**src/design/negentropy_message_parser_macros.svh**
```systemverilog
// Assertion macros for the message parser
`ifndef NEGENTROPY_MESSAGE_PARSER_MACROS_SVH
`define NEGENTROPY_MESSAGE_PARSER_MACROS_SVH

// property that must hold at each clock edge outside reset
`define NMP_ASSERT(label, prop, msg) \
    label: assert property (@(posedge clk) disable iff (!rst_n) (prop)) else $error(msg);

// antecedent implies consequent in the next cycle
`define NMP_ASSERT_NEXT(label, ante, cons, msg) \
    label: assert property (@(posedge clk) disable iff (!rst_n) (ante) |=> (cons)) \
        else $error(msg);

`endif

```
**src/design/nmp_pkg.sv**
```systemverilog
// ----------------------------------------------------------------------------
// nmp_pkg
// Types and constants shared by the message parser modules.
// ----------------------------------------------------------------------------
package nmp_pkg;

    localparam int MAX_MSG_BYTES = 65536;
    localparam int OFF_W         = $clog2(MAX_MSG_BYTES + 1);

    localparam logic [7:0] VERSION_RESET = 8'd97;
    localparam logic [15:0] MAX_RANGES_RESET = 16'd1024;
    localparam logic [6:0] VARINT_DATA_MASK = 7'h7F;
    localparam logic [3:0] VARINT_MAX_BYTES = 4'd10;
    localparam logic [5:0] PREFIX_MAX = 6'd32;

    typedef enum logic [0:0] {
        CFG_EXPECTED_VERSION = 1'b0,
        CFG_MAX_RANGES       = 1'b1
    } cfg_index_t;

    typedef enum logic [2:0] {
        ST_OK          = 3'd0,
        ST_BAD_VERSION = 3'd1,
        ST_OVERLONG    = 3'd2,
        ST_TRUNCATED   = 3'd3,
        ST_PREFIX_BIG  = 3'd4,
        ST_BAD_MODE    = 3'd5,
        ST_TOO_MANY    = 3'd6
    } status_t;

    typedef enum logic [3:0] {
        P_VERSION = 4'd0,
        P_TS      = 4'd1,
        P_PLEN    = 4'd2,
        P_PREFIX  = 4'd3,
        P_MODE    = 4'd4,
        P_FP      = 4'd5,
        P_COUNT   = 4'd6,
        P_IDS     = 4'd7,
        P_BFLEN   = 4'd8,
        P_BF      = 4'd9,
        P_DRAIN   = 4'd10
    } phase_t;

    localparam logic KIND_RANGE   = 1'b0;
    localparam logic KIND_SUMMARY = 1'b1;

    typedef struct packed {
        logic [7:0] byte_value;
        logic       last_byte;
    } in_item_t;

    typedef struct packed {
        logic        kind;
        logic [15:0] range_index;
        logic [63:0] timestamp;
        logic        ts_infinite;
        logic [5:0]  pfx_bytes;
        logic [1:0]  mode;
        logic [10:0] item_count;
        logic [15:0] bf_bytes;
        logic [15:0] payload_offset;
        logic [2:0]  status;
        logic        last;
    } out_item_t;

    // results of one byte, handed from the parser core to the output queue
    typedef struct packed {
        logic      desc_valid;
        out_item_t desc;
        logic      sum_valid;
        out_item_t sum;
    } step_result_t;

endpackage

```
**src/design/nmp_core.sv**
```systemverilog
// ----------------------------------------------------------------------------
// nmp_core
// Parser state and the per-byte transition; one byte per enabled cycle.
// ----------------------------------------------------------------------------
module nmp_core (
    input  logic                  clk,
    input  logic                  rst_n,
    input  logic                  step,
    input  nmp_pkg::in_item_t     item,
    input  logic [7:0]            expected_version,
    input  logic [15:0]           max_ranges,
    output nmp_pkg::step_result_t result
);

    localparam int OW = nmp_pkg::OFF_W;
    localparam logic [OW-1:0] MAXB = OW'(nmp_pkg::MAX_MSG_BYTES);

    nmp_pkg::phase_t phase_reg, phase_next;
    logic [63:0] vval_reg, vval_next, prev_ts_reg, prev_ts_next, cur_ts_reg, cur_ts_next;
    logic [3:0]  vbytes_reg, vbytes_next;
    logic        cur_inf_reg, cur_inf_next;
    logic [5:0]  cur_plen_reg, cur_plen_next;
    logic [1:0]  cur_mode_reg, cur_mode_next;
    logic [10:0] cur_cnt_reg, cur_cnt_next;
    logic [15:0] cur_bfl_reg, cur_bfl_next;
    logic [16:0] skip_reg, skip_next;
    logic [15:0] ranges_reg, ranges_next;
    logic [OW-1:0] off_reg, off_next;
    logic [15:0] cur_po_reg, cur_po_next;
    logic [2:0]  err_reg, err_next;

    logic [63:0] vfed;
    logic [3:0]  vcnt;
    logic [OW-1:0] room;
    logic [16:0] skip_dec;
    logic        complete;
    logic [2:0]  sum_st;

    always_comb
    begin
        phase_next   = phase_reg;
        vval_next    = vval_reg;
        vbytes_next  = vbytes_reg;
        prev_ts_next = prev_ts_reg;
        cur_ts_next  = cur_ts_reg;
        cur_inf_next = cur_inf_reg;
        cur_plen_next = cur_plen_reg;
        cur_mode_next = cur_mode_reg;
        cur_cnt_next = cur_cnt_reg;
        cur_bfl_next = cur_bfl_reg;
        skip_next    = skip_reg;
        ranges_next  = ranges_reg;
        cur_po_next  = cur_po_reg;
        err_next     = err_reg;
        off_next     = (off_reg < MAXB) ? off_reg + 1'b1 : off_reg;
        complete     = 1'b0;
        room         = (off_reg < MAXB) ? MAXB - off_reg - 1'b1 : '0;
        vfed         = {vval_reg[56:0], item.byte_value[6:0] & nmp_pkg::VARINT_DATA_MASK};
        vcnt         = vbytes_reg + 4'd1;
        skip_dec     = (skip_reg != 17'd0) ? skip_reg - 17'd1 : skip_reg;
        result       = '0;

        if (err_reg == nmp_pkg::ST_OK && phase_reg != nmp_pkg::P_DRAIN) begin
            if (off_reg >= MAXB) begin
                err_next = nmp_pkg::ST_TRUNCATED;
                phase_next = nmp_pkg::P_DRAIN;
            end else begin
                unique case (phase_reg)
                    nmp_pkg::P_VERSION:
                    begin
                        if (item.byte_value != expected_version) begin
                            err_next = nmp_pkg::ST_BAD_VERSION;
                            phase_next = nmp_pkg::P_DRAIN;
                        end else begin
                            phase_next = nmp_pkg::P_TS;
                        end
                    end
                    nmp_pkg::P_FP, nmp_pkg::P_IDS, nmp_pkg::P_BF, nmp_pkg::P_PREFIX:
                    begin
                        skip_next = skip_dec;
                        if (skip_dec == 17'd0) begin
                            if (phase_reg == nmp_pkg::P_PREFIX)
                                phase_next = nmp_pkg::P_MODE;
                            else if (phase_reg == nmp_pkg::P_IDS && cur_mode_reg == 2'd3)
                                phase_next = nmp_pkg::P_BFLEN;
                            else
                                complete = 1'b1;
                        end
                    end
                    nmp_pkg::P_TS, nmp_pkg::P_PLEN, nmp_pkg::P_MODE, nmp_pkg::P_COUNT,
                    nmp_pkg::P_BFLEN:
                    begin
                        vval_next = vfed;
                        vbytes_next = vcnt;
                        if (item.byte_value[7]) begin
                            if (vcnt >= nmp_pkg::VARINT_MAX_BYTES) begin
                                err_next = nmp_pkg::ST_OVERLONG;
                                phase_next = nmp_pkg::P_DRAIN;
                            end
                        end else begin
                            vval_next = '0;
                            vbytes_next = '0;
                            unique case (phase_reg)
                                nmp_pkg::P_TS:
                                begin
                                    if (vfed == 64'd0) begin
                                        cur_inf_next = 1'b1;
                                        cur_ts_next = '1;
                                    end else begin
                                        cur_inf_next = 1'b0;
                                        cur_ts_next = prev_ts_reg + (vfed - 64'd1);
                                        prev_ts_next = prev_ts_reg + (vfed - 64'd1);
                                    end
                                    cur_cnt_next = '0;
                                    cur_bfl_next = '0;
                                    phase_next = nmp_pkg::P_PLEN;
                                end
                                nmp_pkg::P_PLEN:
                                begin
                                    if (vfed > 64'(nmp_pkg::PREFIX_MAX)) begin
                                        err_next = nmp_pkg::ST_PREFIX_BIG;
                                        phase_next = nmp_pkg::P_DRAIN;
                                    end else begin
                                        cur_plen_next = vfed[5:0];
                                        skip_next = 17'(vfed[5:0]);
                                        phase_next = (vfed == 64'd0) ? nmp_pkg::P_MODE
                                                                     : nmp_pkg::P_PREFIX;
                                    end
                                end
                                nmp_pkg::P_MODE:
                                begin
                                    if (vfed > 64'd3) begin
                                        err_next = nmp_pkg::ST_BAD_MODE;
                                        phase_next = nmp_pkg::P_DRAIN;
                                    end else begin
                                        cur_mode_next = vfed[1:0];
                                        cur_po_next = 16'(off_reg + 1'b1);
                                        if (vfed == 64'd0) begin
                                            complete = 1'b1;
                                        end else if (vfed == 64'd1) begin
                                            skip_next = 17'd16;
                                            phase_next = nmp_pkg::P_FP;
                                        end else begin
                                            phase_next = nmp_pkg::P_COUNT;
                                        end
                                    end
                                end
                                nmp_pkg::P_COUNT:
                                begin
                                    if (vfed > 64'd2047 || vfed > 64'(room >> 5)) begin
                                        err_next = nmp_pkg::ST_TRUNCATED;
                                        phase_next = nmp_pkg::P_DRAIN;
                                    end else begin
                                        cur_cnt_next = vfed[10:0];
                                        skip_next = {1'b0, vfed[10:0], 5'd0};
                                        if (vfed != 64'd0)
                                            phase_next = nmp_pkg::P_IDS;
                                        else if (cur_mode_reg == 2'd3)
                                            phase_next = nmp_pkg::P_BFLEN;
                                        else
                                            complete = 1'b1;
                                    end
                                end
                                default:
                                begin
                                    if (vfed > 64'd65535 || vfed > 64'(room)) begin
                                        err_next = nmp_pkg::ST_TRUNCATED;
                                        phase_next = nmp_pkg::P_DRAIN;
                                    end else begin
                                        cur_bfl_next = vfed[15:0];
                                        skip_next = {1'b0, vfed[15:0]};
                                        if (vfed != 64'd0)
                                            phase_next = nmp_pkg::P_BF;
                                        else
                                            complete = 1'b1;
                                    end
                                end
                            endcase
                        end
                    end
                    default: ;
                endcase
            end
        end

        if (complete) begin
            if (ranges_reg >= max_ranges) begin
                err_next = nmp_pkg::ST_TOO_MANY;
                phase_next = nmp_pkg::P_DRAIN;
            end else begin
                result.desc_valid = 1'b1;
                result.desc.kind = nmp_pkg::KIND_RANGE;
                result.desc.range_index = ranges_reg;
                result.desc.timestamp = cur_ts_next;
                result.desc.ts_infinite = cur_inf_next;
                result.desc.pfx_bytes = cur_plen_next;
                result.desc.mode = cur_mode_next;
                result.desc.item_count = cur_cnt_next;
                result.desc.bf_bytes = cur_bfl_next;
                result.desc.payload_offset = cur_po_next;
                result.desc.status = nmp_pkg::ST_OK;
                result.desc.last = ~item.last_byte;
                ranges_next = ranges_reg + 16'd1;
                phase_next = nmp_pkg::P_TS;
            end
        end

        sum_st = err_next;
        if (sum_st == nmp_pkg::ST_OK && !(phase_next == nmp_pkg::P_TS && vbytes_next == 4'd0))
            sum_st = nmp_pkg::ST_TRUNCATED;
        result.sum = '0;
        result.sum.kind = nmp_pkg::KIND_SUMMARY;
        result.sum.range_index = ranges_next;
        result.sum.status = sum_st;
        result.sum.last = 1'b1;
        result.sum_valid = item.last_byte;
        result.desc.last = ~item.last_byte;

        if (item.last_byte) begin
            phase_next = nmp_pkg::P_VERSION;
            vval_next = '0; vbytes_next = '0; prev_ts_next = '0; cur_ts_next = '0;
            cur_inf_next = 1'b0; cur_plen_next = '0; cur_mode_next = '0;
            cur_cnt_next = '0; cur_bfl_next = '0; skip_next = '0; ranges_next = '0;
            off_next = '0; cur_po_next = '0; err_next = nmp_pkg::ST_OK;
        end
    end

    always_ff @(posedge clk or negedge rst_n)
    begin
        if (!rst_n) begin
            phase_reg <= nmp_pkg::P_VERSION;
            vval_reg <= '0; vbytes_reg <= '0; prev_ts_reg <= '0; cur_ts_reg <= '0;
            cur_inf_reg <= 1'b0; cur_plen_reg <= '0; cur_mode_reg <= '0;
            cur_cnt_reg <= '0; cur_bfl_reg <= '0; skip_reg <= '0; ranges_reg <= '0;
            off_reg <= '0; cur_po_reg <= '0; err_reg <= nmp_pkg::ST_OK;
        end else if (step) begin
            phase_reg <= phase_next;
            vval_reg <= vval_next; vbytes_reg <= vbytes_next;
            prev_ts_reg <= prev_ts_next; cur_ts_reg <= cur_ts_next;
            cur_inf_reg <= cur_inf_next; cur_plen_reg <= cur_plen_next;
            cur_mode_reg <= cur_mode_next; cur_cnt_reg <= cur_cnt_next;
            cur_bfl_reg <= cur_bfl_next; skip_reg <= skip_next; ranges_reg <= ranges_next;
            off_reg <= off_next; cur_po_reg <= cur_po_next; err_reg <= err_next;
        end
    end

`include "negentropy_message_parser_macros.svh"
    `NMP_ASSERT(a_err_drain, (err_reg == nmp_pkg::ST_OK) || (phase_reg == nmp_pkg::P_DRAIN),
                "error without drain")
    // an overlong varint leaves the full count behind, but only while draining
    `NMP_ASSERT(a_vbytes, (vbytes_reg < nmp_pkg::VARINT_MAX_BYTES) ||
                (phase_reg == nmp_pkg::P_DRAIN), "varint count overflow")
    `NMP_ASSERT_NEXT(a_restart, step && item.last_byte,
                     phase_reg == nmp_pkg::P_VERSION && ranges_reg == 16'd0,
                     "no restart after last byte")

endmodule

```
**src/design/nmp_outq.sv**
```systemverilog
// ----------------------------------------------------------------------------
// nmp_outq
// Result queue: holds up to four result items between core and output port.
// ----------------------------------------------------------------------------
module nmp_outq (
    input  logic                  clk,
    input  logic                  rst_n,
    input  logic                  push,
    input  nmp_pkg::step_result_t result,
    output logic                  room,
    output logic                  valid,
    input  logic                  stall,
    output nmp_pkg::out_item_t    data
);

    nmp_pkg::out_item_t mem_reg [4];
    logic [1:0] wr_reg, rd_reg;
    logic [2:0] cnt_reg, cnt_next;
    logic pop;
    logic [1:0] n_in;

    assign valid = (cnt_reg != 3'd0);
    assign data  = mem_reg[rd_reg];
    assign pop   = valid && !stall;
    assign room  = (cnt_reg <= 3'd2);
    assign n_in  = push ? (2'(result.desc_valid) + 2'(result.sum_valid)) : 2'd0;
    assign cnt_next = cnt_reg + 3'(n_in) - 3'(pop);

    always_ff @(posedge clk)
    begin
        if (push && result.desc_valid)
            mem_reg[wr_reg] <= result.desc;
        if (push && result.sum_valid)
            mem_reg[result.desc_valid ? wr_reg + 2'd1 : wr_reg] <= result.sum;
    end

    always_ff @(posedge clk or negedge rst_n)
    begin
        if (!rst_n) begin
            wr_reg <= '0;
            rd_reg <= '0;
            cnt_reg <= '0;
        end else begin
            wr_reg <= wr_reg + n_in;
            rd_reg <= rd_reg + 2'(pop);
            cnt_reg <= cnt_next;
        end
    end

`include "negentropy_message_parser_macros.svh"
    `NMP_ASSERT(a_no_overflow, cnt_reg <= 3'd4, "queue overflow")
    `NMP_ASSERT_NEXT(a_push_room, push && (result.desc_valid || result.sum_valid),
                     cnt_reg != 3'd0, "push lost")

endmodule

```
**src/design/negentropy_message_parser.sv**
```systemverilog
// ----------------------------------------------------------------------------
// negentropy_message_parser
// Byte-serial parser for set-reconciliation messages.
// ----------------------------------------------------------------------------
// One message byte is accepted per cycle, back to back; each byte is decoded in
// combinational logic by the parser core and its results, if any (a range
// descriptor and, on the last byte, a summary) go into a four-entry result
// queue. Input stalls only while the queue holds more than two results, so a
// sustained rate of one byte per cycle holds whenever the output is not stalled.
module negentropy_message_parser (
    input  logic                clk,
    input  logic                rst_n,
    input  logic                in_valid,
    output logic                in_stall,
    input  nmp_pkg::in_item_t   in_data,
    output logic                out_valid,
    input  logic                out_stall,
    output nmp_pkg::out_item_t  out_data,
    input  logic                cfg_valid,
    output logic                cfg_ready,
    input  logic [0:0]          cfg_index,
    input  logic [15:0]         cfg_data
);

    logic [7:0]  version_reg;
    logic [15:0] max_ranges_reg;
    logic        room, step;
    nmp_pkg::step_result_t result;

    assign cfg_ready = 1'b1;
    assign in_stall  = !room;
    assign step      = in_valid && room;

    always_ff @(posedge clk or negedge rst_n)
    begin
        if (!rst_n) begin
            version_reg <= nmp_pkg::VERSION_RESET;
            max_ranges_reg <= nmp_pkg::MAX_RANGES_RESET;
        end else if (cfg_valid) begin
            unique case (cfg_index)
                nmp_pkg::CFG_EXPECTED_VERSION: version_reg <= cfg_data[7:0];
                nmp_pkg::CFG_MAX_RANGES:       max_ranges_reg <= cfg_data;
                default: ;
            endcase
        end
    end

    nmp_core u_core (
        .clk(clk), .rst_n(rst_n), .step(step), .item(in_data),
        .expected_version(version_reg), .max_ranges(max_ranges_reg), .result(result)
    );

    nmp_outq u_outq (
        .clk(clk), .rst_n(rst_n), .push(step), .result(result), .room(room),
        .valid(out_valid), .stall(out_stall), .data(out_data)
    );

endmodule

```
**config.mk**
```make
export PLATFORM = sky130hd
export DESIGN_NAME = negentropy_message_parser
export DESIGN_NICKNAME = d
export VERILOG_FILES = /design/src/design/nmp_pkg.sv /design/src/design/nmp_core.sv /design/src/design/nmp_outq.sv /design/src/design/negentropy_message_parser.sv
export VERILOG_INCLUDE_DIRS = /design/src /design/src/design
export SDC_FILE = /design/constraint.sdc
export NUM_CORES = 2
export LEC_CHECK = 0
export ABC_AREA = 1
export BUFFER_PORTS_ARGS = -buffer_cell sky130_fd_sc_hd__buf_2
export CAP_MARGIN = 30
export CELL_PAD_IN_SITES_DETAIL_PLACEMENT = 2
export CELL_PAD_IN_SITES_GLOBAL_PLACEMENT = 2
export CORE_MARGIN = 3
export CORE_UTILIZATION = 37
export DETAILED_ROUTE_END_ITERATION = 12
export PLACE_DENSITY = 0.8
export SKIP_CTS_REPAIR_TIMING = 1
export SYNTH_ARGS = -nofsm -noshare
export SYNTH_HDL_FRONTEND = slang
export SYNTH_SLANG_ARGS = --single-unit
```
**constraint.sdc**
```tcl
create_clock -name clk -period 4.4 [get_ports clk]
set_clock_uncertainty 0.15 [all_clocks]
set_input_delay 0.44 -clock clk [delete_from_list [all_inputs] [get_ports clk]]
set_output_delay 0.44 -clock clk [all_outputs]
set_load 0.1 [all_outputs]
```
# [After elaboration in Yosys (flattened, before gate mapping)]
# Memory sizes are Yosys's and may differ from the RTL's.
# Cells that the tools add are included.
[op_classes] reduce_logical=37 n_mux=145 n_eq_ne=25 order_cmp=11 add_sub_neg=14 bitwise_logic=2
[ops] op="64-bit 2-to-1 mux" n=14
[ops] op="57-bit 2-to-1 mux" n=5
[ops] op="138-bit 2-to-1 mux" n=2
[ops] op="16-bit 2-to-1 mux" n=16
[ops] op="17-bit 2-to-1 mux" n=14
[ops] op="4-bit 2-to-1 mux" n=24
[ops] op="17-bit one-hot mux with 4 select lines" n=1
[ops] op="11-bit 2-to-1 mux" n=6
[ops] op="64-bit adder" n=1
[ops] op="64-bit by 1-bit == test with 1-bit output, second input constant" n=1
[ops] op="64-bit by 11-bit > comparator with 1-bit output, second input constant" n=1
[ops] op="64-bit by 12-bit > comparator with 1-bit output" n=1
[ops] op="64-bit by 16-bit > comparator with 1-bit output, second input constant" n=1
[ops] op="64-bit by 17-bit > comparator with 1-bit output" n=1
[ops] op="64-bit by 2-bit > comparator with 1-bit output, second input constant" n=1
[ops] op="64-bit by 6-bit > comparator with 1-bit output, second input constant" n=1
[ops] op="64-bit zero test" n=1
[ops] op="64-bit nonzero test" n=1
[ops] op="64-bit by 1-bit subtractor with 64-bit output, second input constant" n=1
[ops] op="3-bit 2-to-1 mux" n=14
[ops] op="6-bit 2-to-1 mux" n=7
[ops] op="17-bit one-hot mux with 2 select lines" n=1
[ops] op="17-bit by 1-bit subtractor with 17-bit output, second input constant" n=2
[ops] op="16-bit one-hot mux with 2 select lines" n=1
[ops] op="other kinds (53)" n=116
[word_totals] ramBits=548 input_bits=31 regBits=329 out_inout_bits=140 n_memories=1
[memory_table] memory="u_outq.mem_reg" depth=4 width=137 read_ports=1 rd_clocked_by_memory_dff=0 wr=2 line="nmp_outq.sv:16" source="nmp_pkg::out_item_t mem_reg [4];"

# [Depth between registers and ports, before layout]
[depth] depth_word=17 mapped_depth=27 mapped_depth_nobuf=25

# [By module]
# Synthesis repeated with hierarchy kept, for this count alone.
[unflattened] cells_unflattened=6824 hier_area_um2=54743.8
[modules_own_cells] mod="nmp_outq" n_inst=1 seq_area_each_um2=16631.0 cells_per_inst=3279 area_per_inst_um2=29892.4
[modules_own_cells] mod="nmp_core" n_inst=1 seq_area_each_um2=7457.2 cells_per_inst=3435 area_per_inst_um2=23836.6
[modules_own_cells] mod="negentropy_message_parser" n_inst=1 seq_area_each_um2=605.6 cells_per_inst=110 area_per_inst_um2=1014.7

# [Worst setup path after synthesis]
# OpenSTA, ideal clock, no wires.
[synth_timing] path_kind="reg2reg" startpoint="register u_core.off_reg[16]" endpoint="memory u_outq.mem_reg[0][120] in the netlist's numbering (enable)" n_path_buf=3 stages_incl_launch_ff=21 t_required_ns=3.874 arrival_ns=3.352 setup_time_ns=0.376 setup_slack_ns=0.523 period_less_slack_ns=3.877 path_cell_list="dfrtp_1 -> clkinv_1 -> clkbuf_1 -> nand2_1 -> ha_1 -> a21o_1 -> nor2_1 -> nand2_1 -> nand2_1 -> nand2_1 -> nand2_1 -> nand4_1 -> nand3_1 -> nand3_2 -> nand2_2 -> nand2_2 -> o21ai_2 -> nand2_1 -> buf_2 -> buf_2 -> nand2_1"
[synth_rtl] item="from (decl)" line="nmp_core.sv:28" source="logic [OW-1:0] off_reg, off_next;"
[synth_rtl] item="from (signal assigned)" line="nmp_core.sv:243" source="off_reg <= off_next; cur_po_reg <= cur_po_next; err_reg <= err_next;"
[synth_rtl] item="to (decl)" line="nmp_outq.sv:16"

# [Worst setup path in the final report]
[layout_timing] startpoint="register u_core.vval_reg[48]" endpoint="register u_outq.cnt_reg[2]"
[layout_via] elab_chain_len=13
[layout_rtl] item="from (decl)" line="nmp_core.sv:19" source="logic [63:0] vval_reg, vval_next, prev_ts_reg, prev_ts_next, cur_ts_reg, cur_ts_next;"
[layout_rtl] item="from (signal assigned)" line="nmp_core.sv:238" source="vval_reg <= vval_next; vbytes_reg <= vbytes_next;"
[layout_rtl] item="64-bit by 16-bit > comparator with 1-bit output (tied with other cells)" line="nmp_core.sv:166" source="if (vfed > 64'd65535 || vfed > 64'(room)) begin"
[layout_rtl] item="1-bit logical OR (tied with other cells)" line="nmp_core.sv:166"
[layout_rtl] item="1-bit 2-to-1 mux (on tied branches)" line="nmp_core.sv:166, nmp_core.sv:132, nmp_core.sv:150"
[layout_rtl] item="1-bit one-hot mux with 3 select lines (*)" line="nmp_core.sv:103" source="unique case (phase_reg)"
[layout_rtl] item="1-bit 2-to-1 mux (*)" line="nmp_core.sv:95" source="if (item.byte_value[7]) begin"
[layout_rtl] item="1-bit one-hot mux with 2 select lines (*)" line="nmp_core.sv:68" source="unique case (phase_reg)"
[layout_rtl] item="1-bit 2-to-1 mux (*)" line="nmp_core.sv:64" source="if (off_reg >= MAXB) begin"
[layout_rtl] item="1-bit 2-to-1 mux (*)" line="nmp_core.sv:63" source="if (err_reg == nmp_pkg::ST_OK && phase_reg != nmp_pkg::P_DRAIN) begin"
[layout_rtl] item="138-bit 2-to-1 mux (*)" line="nmp_core.sv:186" source="if (complete) begin"
[layout_rtl] item="1-bit by 1-bit adder with 2-bit output (*)" line="nmp_outq.sv:26" source="assign n_in = push ? (2'(result.desc_valid) + 2'(result.sum_valid)) : 2'd0;"
[layout_rtl] item="2-bit 2-to-1 mux (*)" line="nmp_outq.sv:26"
[layout_rtl] item="3-bit by 2-bit adder with 3-bit output (*)" line="nmp_outq.sv:27" source="assign cnt_next = cnt_reg + 3'(n_in) - 3'(pop);"
[layout_rtl] item="3-bit by 1-bit subtractor with 3-bit output (*)" line="nmp_outq.sv:27"
[layout_rtl] item="net u_outq.cnt_next[2]" line="nmp_outq.sv:18" source="logic [2:0] cnt_reg, cnt_next;"
[layout_rtl] item="to (signal assigned)" line="nmp_outq.sv:46" source="cnt_reg <= cnt_next;"
[layout_rtl] item="to (decl)" line="nmp_outq.sv:18"
# Mark *: on every way through the listed nets, which the timed path passes. The rest lies on a longest branch.
# A chain may end at the register's enable or synchronous reset.

==> flow_metrics.tcl <==
set metrics [dict create \
    status "completed" \
    cts_tree "done" \
    grt_pass1_vias 52900 \
    die-area_sq_um 133000 \
    overflow 0 \
    ys_ff_latch 877 \
    synthDistinctLibCells 56 \
    grt_pass1_wl_um 320000 \
    grt_max_degree 114 \
    holdCritStartpoint "in_data[3]" \
    initial_core_util 0.375 \
    hold_viol 0 \
    final_layout_size_suffix_gt1_frac 0.0935 \
    finalSetupViolCount 0 \
    grtUsageTotal 0.309 \
    crit_required_ps 4900 \
    row_count 130 \
    grtUsageMet3 0.0374 \
    async_reset_ff_frac 0.375 \
    htree_levels 3 \
    end_kind "register" \
    routed_wl_um 210000 \
    num_vias 48500 \
    dp_hpwl_um 141000 \
    final.min_clock_period_ps 4290 \
    start_kind "register" \
    min_to "u_core.vval_reg[2]" \
    period_share 0.975 \
    dieHeight_um 364 \
    io_pins 171 \
    ys.flop_type "dfxtp_1" \
    viasPerCell 5.75 \
    firstDrtPassIters 6 \
    pre_cts_ws_ps -45.1 \
    synth_seq_area_share 0.421 \
    core_area_sq_um 126000 \
    drtIter0Drc 3216 \
    clk_pin_slew_ps 60 \
    drv_cap 0 \
    ant_nets 0 \
    wire_per_inst_um 24.9 \
    holdCritPathClass "in2reg" \
    synth_area_per_cell_sq_um 7.20 \
    layout.nets 6907 \
    grtUsageMet2 0.538 \
    hold_depth 3 \
    drcViolationCount 0 \
    worstMarginPinSlew_ps 872 \
    antenna_found_initial 7 \
    syn_nets 6810 \
    area_growth_pct 15.3 \
    path_class "reg2reg" \
    finalWeightedCongestion 0.896 \
    final_util 0.433 \
    rr_endpoint "u_outq.cnt_reg[2]" \
    clock_path_buffers 3 \
    syn-cell-area_sq_um 47400 \
    grt_use_met1 0.392 \
    reg2reg_slack_ps 110 \
    yosysWarningCount 0 \
    r2r-start "u_core.vval_reg[48]" \
    cp.arrival_ps 4790 \
    largest_reg_flops 548 \
    r2r_cells 19 \
    slew_viol_final 0 \
    die_x_um 364 \
    top_usage_layer "met2" \
    portBuffers 169 \
    synth_cells 6592 \
    worstPathMaxFanout 6 \
    clk_latency_ps 750 \
    worst_slack_ps 110 \
    synth_edf_count 76 \
    max_freq_ghz 0.233 \
    max_slew_margin 0.412 \
    root_buffer "clkbuf_16" \
    cts_sinks 877 \
    numCtsBuffers 104 \
]
-- final cells by class --
class,count,area (sq um)
fillers,14600,71700
diodes,6,15.0
inverters,731,2770
clock buffers,159,3110
repair buffers,392,3220
multi-input cells,4583,23100
clock inverters,38,400
well taps,1650,2060
flip-flops and latches,877,20000
-- worst max-delay path by stage --
stage	start	endpoint	slack [ps]
after detailed placement	in_data[4]	u_outq.mem_reg[2][110]	-50
final	u_core.vval_reg[48]	u_outq.cnt_reg[2]	110
after CTS	u_core.vval_reg[0]	u_outq.mem_reg[0][110]	160
after global routing	u_core.off_reg[16]	u_outq.cnt_reg[2]	-70
after global placement	in_data[4]	u_outq.mem_reg[0][110]	70
after floorplan	u_core.off_reg[16]	u_outq.mem_reg[0][120]	520
-- cell usage after synthesis, types with 11 or more instances --
cell type,number,area share
a21o_1,20,0.0032
a21oi_1,383,0.040
buf_1,20,0.0016
buf_2,78,0.0082
buf_6,20,0.0047
clkbuf_1,273,0.022
dfrtp_1,325,0.17
dfxtp_1,472,0.20
edfxtp_1,76,0.048
ha_1,185,0.049
inv_1,711,0.056
inv_2,17,0.0013
nand2_1,1383,0.11
nand3_1,400,0.042
nand4_1,28,0.0037
nor2_1,594,0.047
nor3_1,134,0.014
o211ai_1,11,0.0017
o21a_1,17,0.0027
o21ai_0,905,0.095
o21ai_1,64,0.0068
o22ai_1,291,0.038
or2_2,13,0.0017
xnor2_1,24,0.0044
xor2_1,54,0.010
-- stage by stage --
step | hold slack [ps] | cells | TNS [ps] | area [sq um]
5_1_grt | 24.2 | 8431 | -71.5 | 54700
3_5_place_dp | 302 | 8212 | -81.7 | 50900
6_report | 38.5 | 8436 | 0 | 54700
4_1_cts | -413 | 8409 | 0 | 54400
3_3_place_gp | 282 | 8211 | 0 | 50900
2_1_floorplan | -5.59 | 6592 | 0 | 47400
-- critical path, stage by stage (launching register included) --
cell	delay, ps
dfrtp_1	410
nor2_1	140
nand2_1	70
nor2_1	230
nand2_1	130
nor2_2	370
nand2_1	260
nor2_1	150
nand4_1	100
nand3_1	130
nand3_2	110
a21oi_2	330
ha_1	200
inv_1	50
nor2_1	270
ha_1	240
inv_1	90
fa_1	420
xnor2_1	190
xor2_1	150
-- placed cells by master, fill, tap and decap left out, drive strengths merged, types with 3 or more instances in the layout --
cell type | synthesis | routed
dlygate4sd3 | 0 | 18
nand4 | 28 | 28
nand3 | 403 | 403
or2 | 13 | 13
inv | 728 | 735
clkinv | 3 | 22
o22ai | 291 | 291
edfxtp | 76 | 76
dfrtp | 325 | 325
o21bai | 8 | 8
xor2 | 54 | 54
o211ai | 11 | 11
o31ai | 3 | 3
dfstp | 4 | 4
o21ai | 971 | 971
buf | 127 | 374
clkinvlp | 0 | 6
xnor2 | 24 | 24
diode | 0 | 6
bufinv | 0 | 6
ha | 185 | 185
nor2 | 606 | 606
o21a | 17 | 17
a21o | 20 | 20
nor4 | 6 | 6
nand2 | 1389 | 1389
a21oi | 385 | 385
clkbuf | 274 | 159
dfxtp | 472 | 472
nor3 | 140 | 140
a31oi | 7 | 7
a21boi | 6 | 6
-- metal layers --
metal	wire length, um	up-vias
met3	8430	422
met1	91300	25000
met2	102000	1126
met5	0	-
met4	8170	0
li1	-	22000
-- cell families (layout without fill, tap and decap cells) --
family	count (synthesis)	after routing	synth area share
simple gates	2588	2588	0.224
compound gates	1729	1729	0.195
buf+inv	1132	1320	0.0956
flops	877	877	0.421
fa+ha+maj	187	187	0.0496
xor+xnor	78	78	0.0144
other cells	1	7	0.0000790
Power is left out: the tool's default activity adds up to more than one toggle a clock period on the data nets, which glitch-free logic cannot reach.
